`config.mk`:
```
export PLATFORM = sky130hd
export DESIGN_NAME = byte_stream_reassembler_unit
export DESIGN_NICKNAME = d
export VERILOG_FILES = /design/src/rtl/bsr_pkg.sv /design/src/rtl/bsr_front.sv /design/src/rtl/bsr_back.sv /design/src/rtl/byte_stream_reassembler_unit.sv
export VERILOG_INCLUDE_DIRS = /design/src /design/src/rtl
export SDC_FILE = /design/constraint.sdc
export NUM_CORES = 2
export LEC_CHECK = 0
export BUFFER_PORTS_ARGS = -buffer_cell sky130_fd_sc_hd__buf_4
export CAP_MARGIN = 20
export CORE_MARGIN = 5
export CORE_UTILIZATION = 55
export DETAILED_ROUTE_END_ITERATION = 8
export HOLD_SLACK_MARGIN = 0.08
export PLACE_DENSITY = 0.71
export SLEW_MARGIN = 30
export SYNTH_ARGS = -nofsm -noshare
export SYNTH_HDL_FRONTEND = slang
export SYNTH_SLANG_ARGS = --single-unit
```
`constraint.sdc`:
```
create_clock -name clk -period 11.3 [get_ports clk]
set_input_delay 1.695 -clock clk [delete_from_list [all_inputs] [get_ports clk]]
set_output_delay 1.695 -clock clk [all_outputs]
set_load 0.05 [all_outputs]
```
`src/rtl/byte_stream_reassembler_unit_macros.svh`:
```
// ----------------------------------------------------------------------------
// byte stream reassembler assertion macros
// checks are compiled out when SYNTHESIS is defined
// ----------------------------------------------------------------------------
`ifndef BYTE_STREAM_REASSEMBLER_UNIT_MACROS_SVH
`define BYTE_STREAM_REASSEMBLER_UNIT_MACROS_SVH
`ifndef SYNTHESIS
`define BSR_ASSERT_IMP(lbl, ante, cons) \
  lbl: assert property (@(posedge clk) disable iff (rst) (ante) |-> (cons)) \
    else $error("reassembler check failed");
`define BSR_ASSERT_NEXT(lbl, ante, cons) \
  lbl: assert property (@(posedge clk) disable iff (rst) (ante) |=> (cons)) \
    else $error("reassembler check failed");
`else
`define BSR_ASSERT_IMP(lbl, ante, cons)
`define BSR_ASSERT_NEXT(lbl, ante, cons)
`endif
`endif

```
`src/rtl/bsr_pkg.sv`:
```
// ----------------------------------------------------------------------------
// bsr_pkg
// shared constants and types of the byte stream reassembler
// ----------------------------------------------------------------------------
package bsr_pkg;
  localparam int CAPACITY = 64;
  localparam int CAP_W    = $clog2(CAPACITY);
  localparam int CNT_W    = CAP_W + 1;

  localparam logic [1:0] CMD_STORE = 2'd0;
  localparam logic [1:0] CMD_SEG   = 2'd1;
  localparam logic [1:0] CMD_READ  = 2'd2;

  typedef struct packed {
    logic [1:0]  cmd;
    logic [31:0] stream_index;
    logic [7:0]  data_byte;
    logic [15:0] seg_length;
    logic        eof;
  } item_t;

  typedef struct packed {
    logic  valid;
    item_t item;
  } q_head_t;
endpackage

```
`src/rtl/bsr_front.sv`:
```
// ----------------------------------------------------------------------------
// bsr_front
// takes items from the command port and queues them for the back end
// ----------------------------------------------------------------------------
module bsr_front (
  input  logic           clk,
  input  logic           rst,
  input  logic           start,
  output logic           busy,
  input  bsr_pkg::item_t in_item,
  output bsr_pkg::q_head_t head,
  input  logic           pop
);
  import bsr_pkg::*;

  item_t      entry [2];
  logic       wr_ptr;
  logic       rd_ptr;
  logic [1:0] count;
  logic       push;
  logic       do_pop;

  assign busy   = (count == 2'd2);
  assign push   = start && !busy;
  assign do_pop = pop && (count != 2'd0);
  assign head.valid = (count != 2'd0);
  assign head.item  = entry[rd_ptr];

  always_ff @(posedge clk) begin
    if (push) begin
      entry[wr_ptr] <= in_item;
    end
  end

  always_ff @(posedge clk) begin
    if (rst) begin
      wr_ptr <= 1'b0;
      rd_ptr <= 1'b0;
      count  <= 2'd0;
    end else begin
      if (push) begin
        wr_ptr <= ~wr_ptr;
      end
      if (do_pop) begin
        rd_ptr <= ~rd_ptr;
      end
      count <= count + {1'b0, push} - {1'b0, do_pop};
    end
  end
endmodule

```
`src/rtl/bsr_back.sv`:
```
// ----------------------------------------------------------------------------
// bsr_back
// hold store, output fifo and the assembly sequencer
// ----------------------------------------------------------------------------
module bsr_back (
  input  logic             clk,
  input  logic             rst,
  input  bsr_pkg::q_head_t head,
  output logic             pop,
  output logic             done,
  output logic             read_valid,
  output logic [7:0]       read_byte,
  output logic             stream_ended,
  output logic [bsr_pkg::CNT_W-1:0] unassembled_count,
  output logic [bsr_pkg::CNT_W-1:0] output_count
);
  import bsr_pkg::*;

  localparam logic [1:0] ST_IDLE   = 2'd0;
  localparam logic [1:0] ST_ASM_RD = 2'd1;
  localparam logic [1:0] ST_ASM_WR = 2'd2;
  localparam logic [1:0] ST_REPORT = 2'd3;

  logic [1:0]       state;
  logic [7:0]       hold_store [CAPACITY];
  logic [7:0]       out_fifo   [CAPACITY];
  logic [CAPACITY-1:0] hold_valid;
  logic [CAP_W-1:0] hold_base;
  logic [CAP_W-1:0] out_head;
  logic [CNT_W-1:0] out_level;
  logic [CNT_W-1:0] held_count;
  logic [31:0]      assembled_count;
  logic [32:0]      end_index;
  logic             ended;
  logic             rd_valid;
  logic [7:0]       fifo_q;
  logic [7:0]       hold_q;

  logic [31:0]      offset;
  logic             in_window;
  logic             beyond;
  logic [CAP_W-1:0] slot;
  logic [CAP_W-1:0] tail;
  logic             fifo_room;
  logic             store_new;

  assign offset    = head.item.stream_index - assembled_count;
  assign in_window = (offset[31:CAP_W] == '0);
  assign beyond    = !in_window && !offset[31];
  assign slot      = hold_base + offset[CAP_W-1:0];
  assign tail      = out_head + out_level[CAP_W-1:0];
  assign fifo_room = (out_level < CNT_W'(CAPACITY));
  assign store_new = in_window && !hold_valid[slot];
  assign pop       = (state == ST_IDLE) && head.valid;

  assign done              = (state == ST_REPORT);
  assign read_valid        = rd_valid;
  assign read_byte         = rd_valid ? fifo_q : 8'd0;
  assign stream_ended      = ended;
  assign unassembled_count = held_count;
  assign output_count      = out_level;

  // memories
  always_ff @(posedge clk) begin
    if (pop && head.item.cmd == CMD_STORE && store_new) begin
      hold_store[slot] <= head.item.data_byte;
    end
    if (state == ST_ASM_RD) begin
      hold_q <= hold_store[hold_base];
    end
    if (state == ST_ASM_WR) begin
      out_fifo[tail] <= hold_q;
    end
    if (pop) begin
      fifo_q <= out_fifo[out_head];
    end
  end

  always_ff @(posedge clk) begin
    if (rst) begin
      state           <= ST_IDLE;
      hold_valid      <= '0;
      hold_base       <= '0;
      out_head        <= '0;
      out_level       <= '0;
      held_count      <= '0;
      assembled_count <= '0;
      end_index       <= '1;
      ended           <= 1'b0;
      rd_valid        <= 1'b0;
    end else begin
      case (state)
        ST_IDLE: begin
          if (pop) begin
            rd_valid <= 1'b0;
            state    <= ST_REPORT;
            case (head.item.cmd)
              CMD_STORE: begin
                if (store_new) begin
                  hold_valid[slot] <= 1'b1;
                  held_count       <= held_count + CNT_W'(1);
                end
              end
              CMD_SEG: begin
                if (!beyond) begin
                  if (head.item.eof) begin
                    end_index <= {1'b0, head.item.stream_index
                                        + {16'd0, head.item.seg_length}};
                  end
                  state <= ST_ASM_RD;
                end
              end
              CMD_READ: begin
                if (out_level != '0) begin
                  rd_valid  <= 1'b1;
                  out_head  <= out_head + CAP_W'(1);
                  out_level <= out_level - CNT_W'(1);
                end
              end
              default: begin
              end
            endcase
          end
        end
        ST_ASM_RD: begin
          if (fifo_room && hold_valid[hold_base]) begin
            state <= ST_ASM_WR;
          end else begin
            if (end_index == {1'b0, assembled_count}) begin
              ended <= 1'b1;
            end
            state <= ST_REPORT;
          end
        end
        ST_ASM_WR: begin
          hold_valid[hold_base] <= 1'b0;
          hold_base       <= hold_base + CAP_W'(1);
          out_level       <= out_level + CNT_W'(1);
          held_count      <= held_count - CNT_W'(1);
          assembled_count <= assembled_count + 32'd1;
          state           <= ST_ASM_RD;
        end
        ST_REPORT: begin
          state <= ST_IDLE;
        end
        default: begin
          state <= ST_IDLE;
        end
      endcase
    end
  end
endmodule

```
`src/rtl/byte_stream_reassembler_unit.sv`:
```
// ----------------------------------------------------------------------------
// byte_stream_reassembler_unit
// rebuilds an in-order byte stream from out-of-order bytes
//
// channel  direction  handshake          payload
// command  in         start / busy       cmd, stream_index, data_byte,
//                                        seg_length, eof
// result   out        done (one cycle)   read_valid, read_byte, stream_ended,
//                                        unassembled_count, output_count
//
// store, read and unused items go to the report state in the back end, a segment
// end in range first moves each byte by a hold store read then a fifo write
// a two-item queue lets the port take items while the back end works
// synchronous reset clears the hold valid bits and all counters at once
// the receiver cannot stall: each result is shown for exactly one cycle
// ----------------------------------------------------------------------------
`include "byte_stream_reassembler_unit_macros.svh"
module byte_stream_reassembler_unit (
  input  logic        clk,
  input  logic        rst,
  input  logic        start,
  output logic        busy,
  input  logic [1:0]  cmd,
  input  logic [31:0] stream_index,
  input  logic [7:0]  data_byte,
  input  logic [15:0] seg_length,
  input  logic        eof,
  output logic        done,
  output logic        read_valid,
  output logic [7:0]  read_byte,
  output logic        stream_ended,
  output logic [bsr_pkg::CNT_W-1:0] unassembled_count,
  output logic [bsr_pkg::CNT_W-1:0] output_count
);
  import bsr_pkg::*;

  item_t   in_item;
  q_head_t head;
  logic    pop;

  assign in_item.cmd          = cmd;
  assign in_item.stream_index = stream_index;
  assign in_item.data_byte    = data_byte;
  assign in_item.seg_length   = seg_length;
  assign in_item.eof          = eof;

  bsr_front u_front (
    .clk     (clk),
    .rst     (rst),
    .start   (start),
    .busy    (busy),
    .in_item (in_item),
    .head    (head),
    .pop     (pop)
  );

  bsr_back u_back (
    .clk               (clk),
    .rst               (rst),
    .head              (head),
    .pop               (pop),
    .done              (done),
    .read_valid        (read_valid),
    .read_byte         (read_byte),
    .stream_ended      (stream_ended),
    .unassembled_count (unassembled_count),
    .output_count      (output_count)
  );

  `BSR_ASSERT_IMP(a_counts_bounded, done, (unassembled_count <= CNT_W'(CAPACITY)) && (output_count <= CNT_W'(CAPACITY)))
  `BSR_ASSERT_IMP(a_empty_read_zero, done && !read_valid, read_byte == 8'd0)
  `BSR_ASSERT_NEXT(a_single_strobe, done, !done)
  `BSR_ASSERT_NEXT(a_ended_sticky, stream_ended, stream_ended)
endmodule

```
# Word level (Yosys, flattened, before mapping)
# Memories as Yosys holds them, arrays and structs flattened. A register that Yosys moved wholly into a read port is not among the register bits.
# Index checks and enable logic that the tools add are counted.
[word_totals]
register_bits = 163
mem_bits_rw = 1142
output_inout_bits = 26
word_cells = 115
mem_count = 3
[memory_table]
columns = ["name", "words", "word_bits", "rd", "rd_clocked_by_memory_dff", "write_ports", "line_no", "rtl"]
rows = [
  ["u_back.hold_store", 64, 8, 1, 1, 1, "bsr_back.sv:25", "logic [7:0] hold_store [CAPACITY];"],
  ["u_back.out_fifo", 64, 8, 1, 1, 1, "bsr_back.sv:26", "logic [7:0] out_fifo [CAPACITY];"],
  ["u_front.entry", 2, 59, 1, 1, 1, "bsr_front.sv:16", "item_t entry [2];"],
]
[op_classes]
addsub = 13
magnitude_cmp = 5
eq_ne = 12
n_mux = 36
n_bitwise = 7
reduce_logical = 26
[ops]
columns = ["cell", "n"]
rows = [
  ["$mux 64", 3],
  ["$pmux 64 s2", 1],
  ["$and 64x64->64", 1],
  ["$not 64->64", 1],
  ["$or 64x64->64", 1],
  ["$mux 7", 6],
  ["$eq 33x32->1", 1],
  ["$add 32x1->32 const B", 1],
  ["$add 32x16->32", 1],
  ["$sub 32x32->32", 1],
  ["$pmux 7 s2", 2],
  ["$logic_not 26->1", 1],
  ["$mux 1", 15],
  ["$add 7x1->7 const B", 2],
  ["$lt 6x7->1 const B", 2],
  ["$sub 7x1->7 const B", 2],
  ["$add 6x1->6 const B", 2],
  ["$add 6x6->6", 2],
  ["$bmux 1 s6", 2],
  ["$demux 1 s6", 2],
  ["$ge 6x1->1 const B", 2],
  ["$reduce_and 4->1", 3],
  ["$logic_and 1x1->1", 10],
  ["$eq 2x2->1 const B", 4],
  ["other kinds (17)", 31],
]

# Logic depth before layout (Yosys ltp)
[depth]
ltp_word = 11
ltp_mapped = 22
depth_no_buf = 16

# Cells and area by module
# From an unflattened synthesis, not the netlist that was laid out.
[hier_totals]
cells_unflattened = 3525
area_unflattened_um2 = 55104.1
[by_module_without_submodules]
columns = ["mod", "instances", "cells_per_inst", "area_each_um2", "seq_area_each_um2"]
rows = [
  ["bsr_back", 1, 3314, 50566.0, 34413.0],
  ["bsr_front", 1, 211, 4538.1, 3643.5],
]

# Worst setup path after synthesis
# OpenSTA, ideal clock, no wires.
[synth_path]
path_type = "register -> register"
startpoint = "register (tool-made name)"
endpoint = "memory u_back.hold_store[56][0], enable pin"
setup_ps = 370
t_arrival_ps = 6077
path_slack_ps = 4853
stages_incl_launch_ff = 21
path_buffers = 6
cell_sequence = "dfxtp_1 buf_1 clkbuf_1 buf_1 clkbuf_1 mux2i_1 ha_1 fa_1 fa_1 inv_1 clkbuf_1 mux4_2 mux2i_1 mux2i_1 a22oi_1 mux2i_1 a211oi_1 and2_1 buf_2 nand4b_1 nor2_1"
[synth_rtl]
columns = ["item", "line_no"]
rows = [
  ["end, declared", "bsr_back.sv:25"],
]

==> metrics.txt <==
status=complete, no violations; FMAX=146 MHz; Util after Layout=61.9%; post-DR vias/cell=6.63; antenna violations before repair=2; Hold Fails Final Rpt=0; post-CTS sizing=0; pre-CTS setup slack=4.52 ns; Worst Clk Skew=0.0290 ns; most frequent cell after synthesis=edfxtp_1; die area=107,000 um^2; Synth top area share=62.8%; Hold-fix buffers, CTS=0; CTS clock-pin slew for the worst setup and hold paths=0.06 ns; Port Buffers=87; YS warnings=0; # IOs=88; setup ws final=4.47 ns; Vias=33,400; Synthesized Nets=3,696; post-route ant nets=0; clock root cell=clkbuf_16; Worst-Margin Slew=1.06 ns; grt ovf=0; layout cells sized above 1=17.1%; worst path arrival time=7.19 ns; data required time of the worst path=11.66 ns; synthesized flop and latch total=1,322; Slew Viols, Final=0; Rel. slew slack=28.8%; Iteration-0 DRC Markers=4,545; Final Net Count=3,763; vias in the first global route=32,400; first-pass GRT wire length=208 mm; placed cells=4,782; Synth cell types=76; Max rail drop VDD=0.000178 V; minimum clock period=6.83 ns; Initial Util=55.3%; number of synthesized flops with an enable pin=1,158; # clock sinks=1,322; number of diodes=0; main combinational cell family by area after synthesis=compound AO/OA/AOI/OAI gates; CP Capture Type=register; # DRC=0; Setup violations, final=0; Post-Synth Simple-Gate Area=6.39%; Die W=327 um; ys async rst share=0%; Mapped Cells=3,555; routed wire length=140 mm; post-synthesis sequential area ratio=68.8%; mapped cell area=55,300 um^2; number of setup buffers added after CTS=0; Synth Flop Type=edfxtp_1; Pleak=19.8 nW; Area growth syn-to-layout=11.9%; Crit path largest cell delay=0.93 ns; Clock Latency Late Sink=0.75 ns; xor/xnor cell area share of the yosys netlist=2.07%; Fin Setup TNS=0 ns; Max-cap violations=0; mean routed wirelength per cell=27.8 um; Bufs and invs on worst path=1; largest net degree at the start of global routing=78; area leader, netlist=edfxtp_1; clk buf depth=3; RSZ-0062 raised after global routing=no; hpwl dp=84.1 mm; CTS buffer count=135; critical-path maximum fanout=25; power density over the cells=231 nW/um^2; area occupied by registers=38,100 um^2; Commonest cells post-synth=edfxtp_1 (1,158), nor2_1 (276), a22oi_1 (244); Syn Area/Cell=15.6 um^2; area of the multi-input gates=16,300 um^2; core area=100,000 um^2; synth top area cells=edfxtp_1 (63%), mux4_2 (7.0%), dfxtp_1 (5.9%), a22oi_1 (3.3%), nor2_1 (1.9%); placer congestion estimate=0.898; CP delay by family, top=simple AND/OR/NAND/NOR gates; Design Power=14.3 mW; FP Rows=116; Post-Synth Adder-Cell Area=1.87%; slowest cell on the critical path=fa_1; mux share of post-synthesis cell area=8.92%; Post-Layout Cell Count=5,033; CTS tree=built; CTS H-tree depth=4; overall routing resource usage=25.8%; # fillers=7,079; CP dominant cell by count=mux2i_1; worst hold-check path type=reg2reg; first-pass detailed-route iteration total=7; Worst Setup Start Kind=register; worst setup path class=reg2reg; chain of cells forming the critical path=mux2i_1 -> ha_1 -> fa_1 -> fa_1 -> inv_1 -> a221o_1 -> a211oi_1 -> mux2i_1 -> a22oi_1 -> mux2i_1 -> a211oi_1 -> and2_1 -> nand4_1 -> nor2_1; Synth Area in Compound Gates=10.0%; die height=327 um; final worst-path cycle share=60.5%
==> per-stage QoR <==
stage                     cell area [um^2]  hold slack [ns]
final                                61900            0.469
after global routing                 61900            0.488
after CTS                            61900            0.470
after detailed placement             57300            0.456
after global placement               57300            0.454
after floorplan                      55300            0.445
==> path summary, 6_finish.rpt <==
| kind | from | cells after the start | to | slack (ns) |
|---|---|---|---|---|
| worst max-delay path | register | 14 | u_back.hold_store[18][6] | 4.47 |
| worst min-delay path | u_back.stream_ended | 1 | u_back.stream_ended | 0.47 |
| worst max register to register | register | 14 | u_back.hold_store[18][6] | 4.47 |
| worst min register to register | u_back.stream_ended | 1 | u_back.stream_ended | 0.47 |
==> where the power goes <==
| part | total [mW] | leakage (nW) | switching, mW | internal (mW) |
|---|---|---|---|---|
| clock | 4.56 | 2.23 | 1.89 | 2.67 |
| combinational | 3.76 | 5.75 | 2.67 | 1.09 |
| sequential | 5.98 | 11.8 | 0.119 | 5.86 |
==> metal layers <==
layer | global-route usage (%) | part of all wire (%) | vias to the layer above
li1 | - | - | 14400
met1 | 37.1 | 40 | 16800
met2 | 40.6 | 47 | 1908
met3 | 5.43 | 10 | 254
met4 | 6.96 | 2.6 | 2
met5 | 0 | 0.0093 | -
==> sequential cells by signal, indices dropped and copies added (netlist names), 6 cells and up, named ones only <==
register                  count
u_back.hold_base              6
u_back.hold_valid            64
u_front.entry               118
u_back.end_index             33
u_back.unassembled_count      7
u_back.assembled_count       32
u_back.out_head               6
u_back.output_count           7
u_back.hold_store           512
u_back.hold_q                 8
u_back.out_fifo             512
u_back.fifo_q                 8
==> cell type report <==
type	count	area share [%]
Sequential cell	1322	61.5
Tap cell	1298	2.62
Clock inverter	84	1.60
Timing Repair Buffer	131	1.67
Clock buffer	166	5.78
Multi-Input combinational cell	1961	26.4
Inverter	71	0.430
==> cell families after synthesis <==
logic type                 Yosys count
DFF                               1322
and+or+nand+nor                    749
AOI/OAI and AO/OA                  732
buffers and inverters              272
muxes                              270
xor gates and xnor gates           131
adders and majority gates           79
==> layout by cell type, fill, tap and decap left out, drive strengths merged, types with 87 or more instances in the layout <==
master / instances
a21oi: 87
nand3: 115
edfxtp: 1158
nor2: 276
a22oi: 244
nand2: 126
dfxtp: 164
clkbuf: 166
mux4: 172
buf: 131
Power figures use the tool's default switching activity.
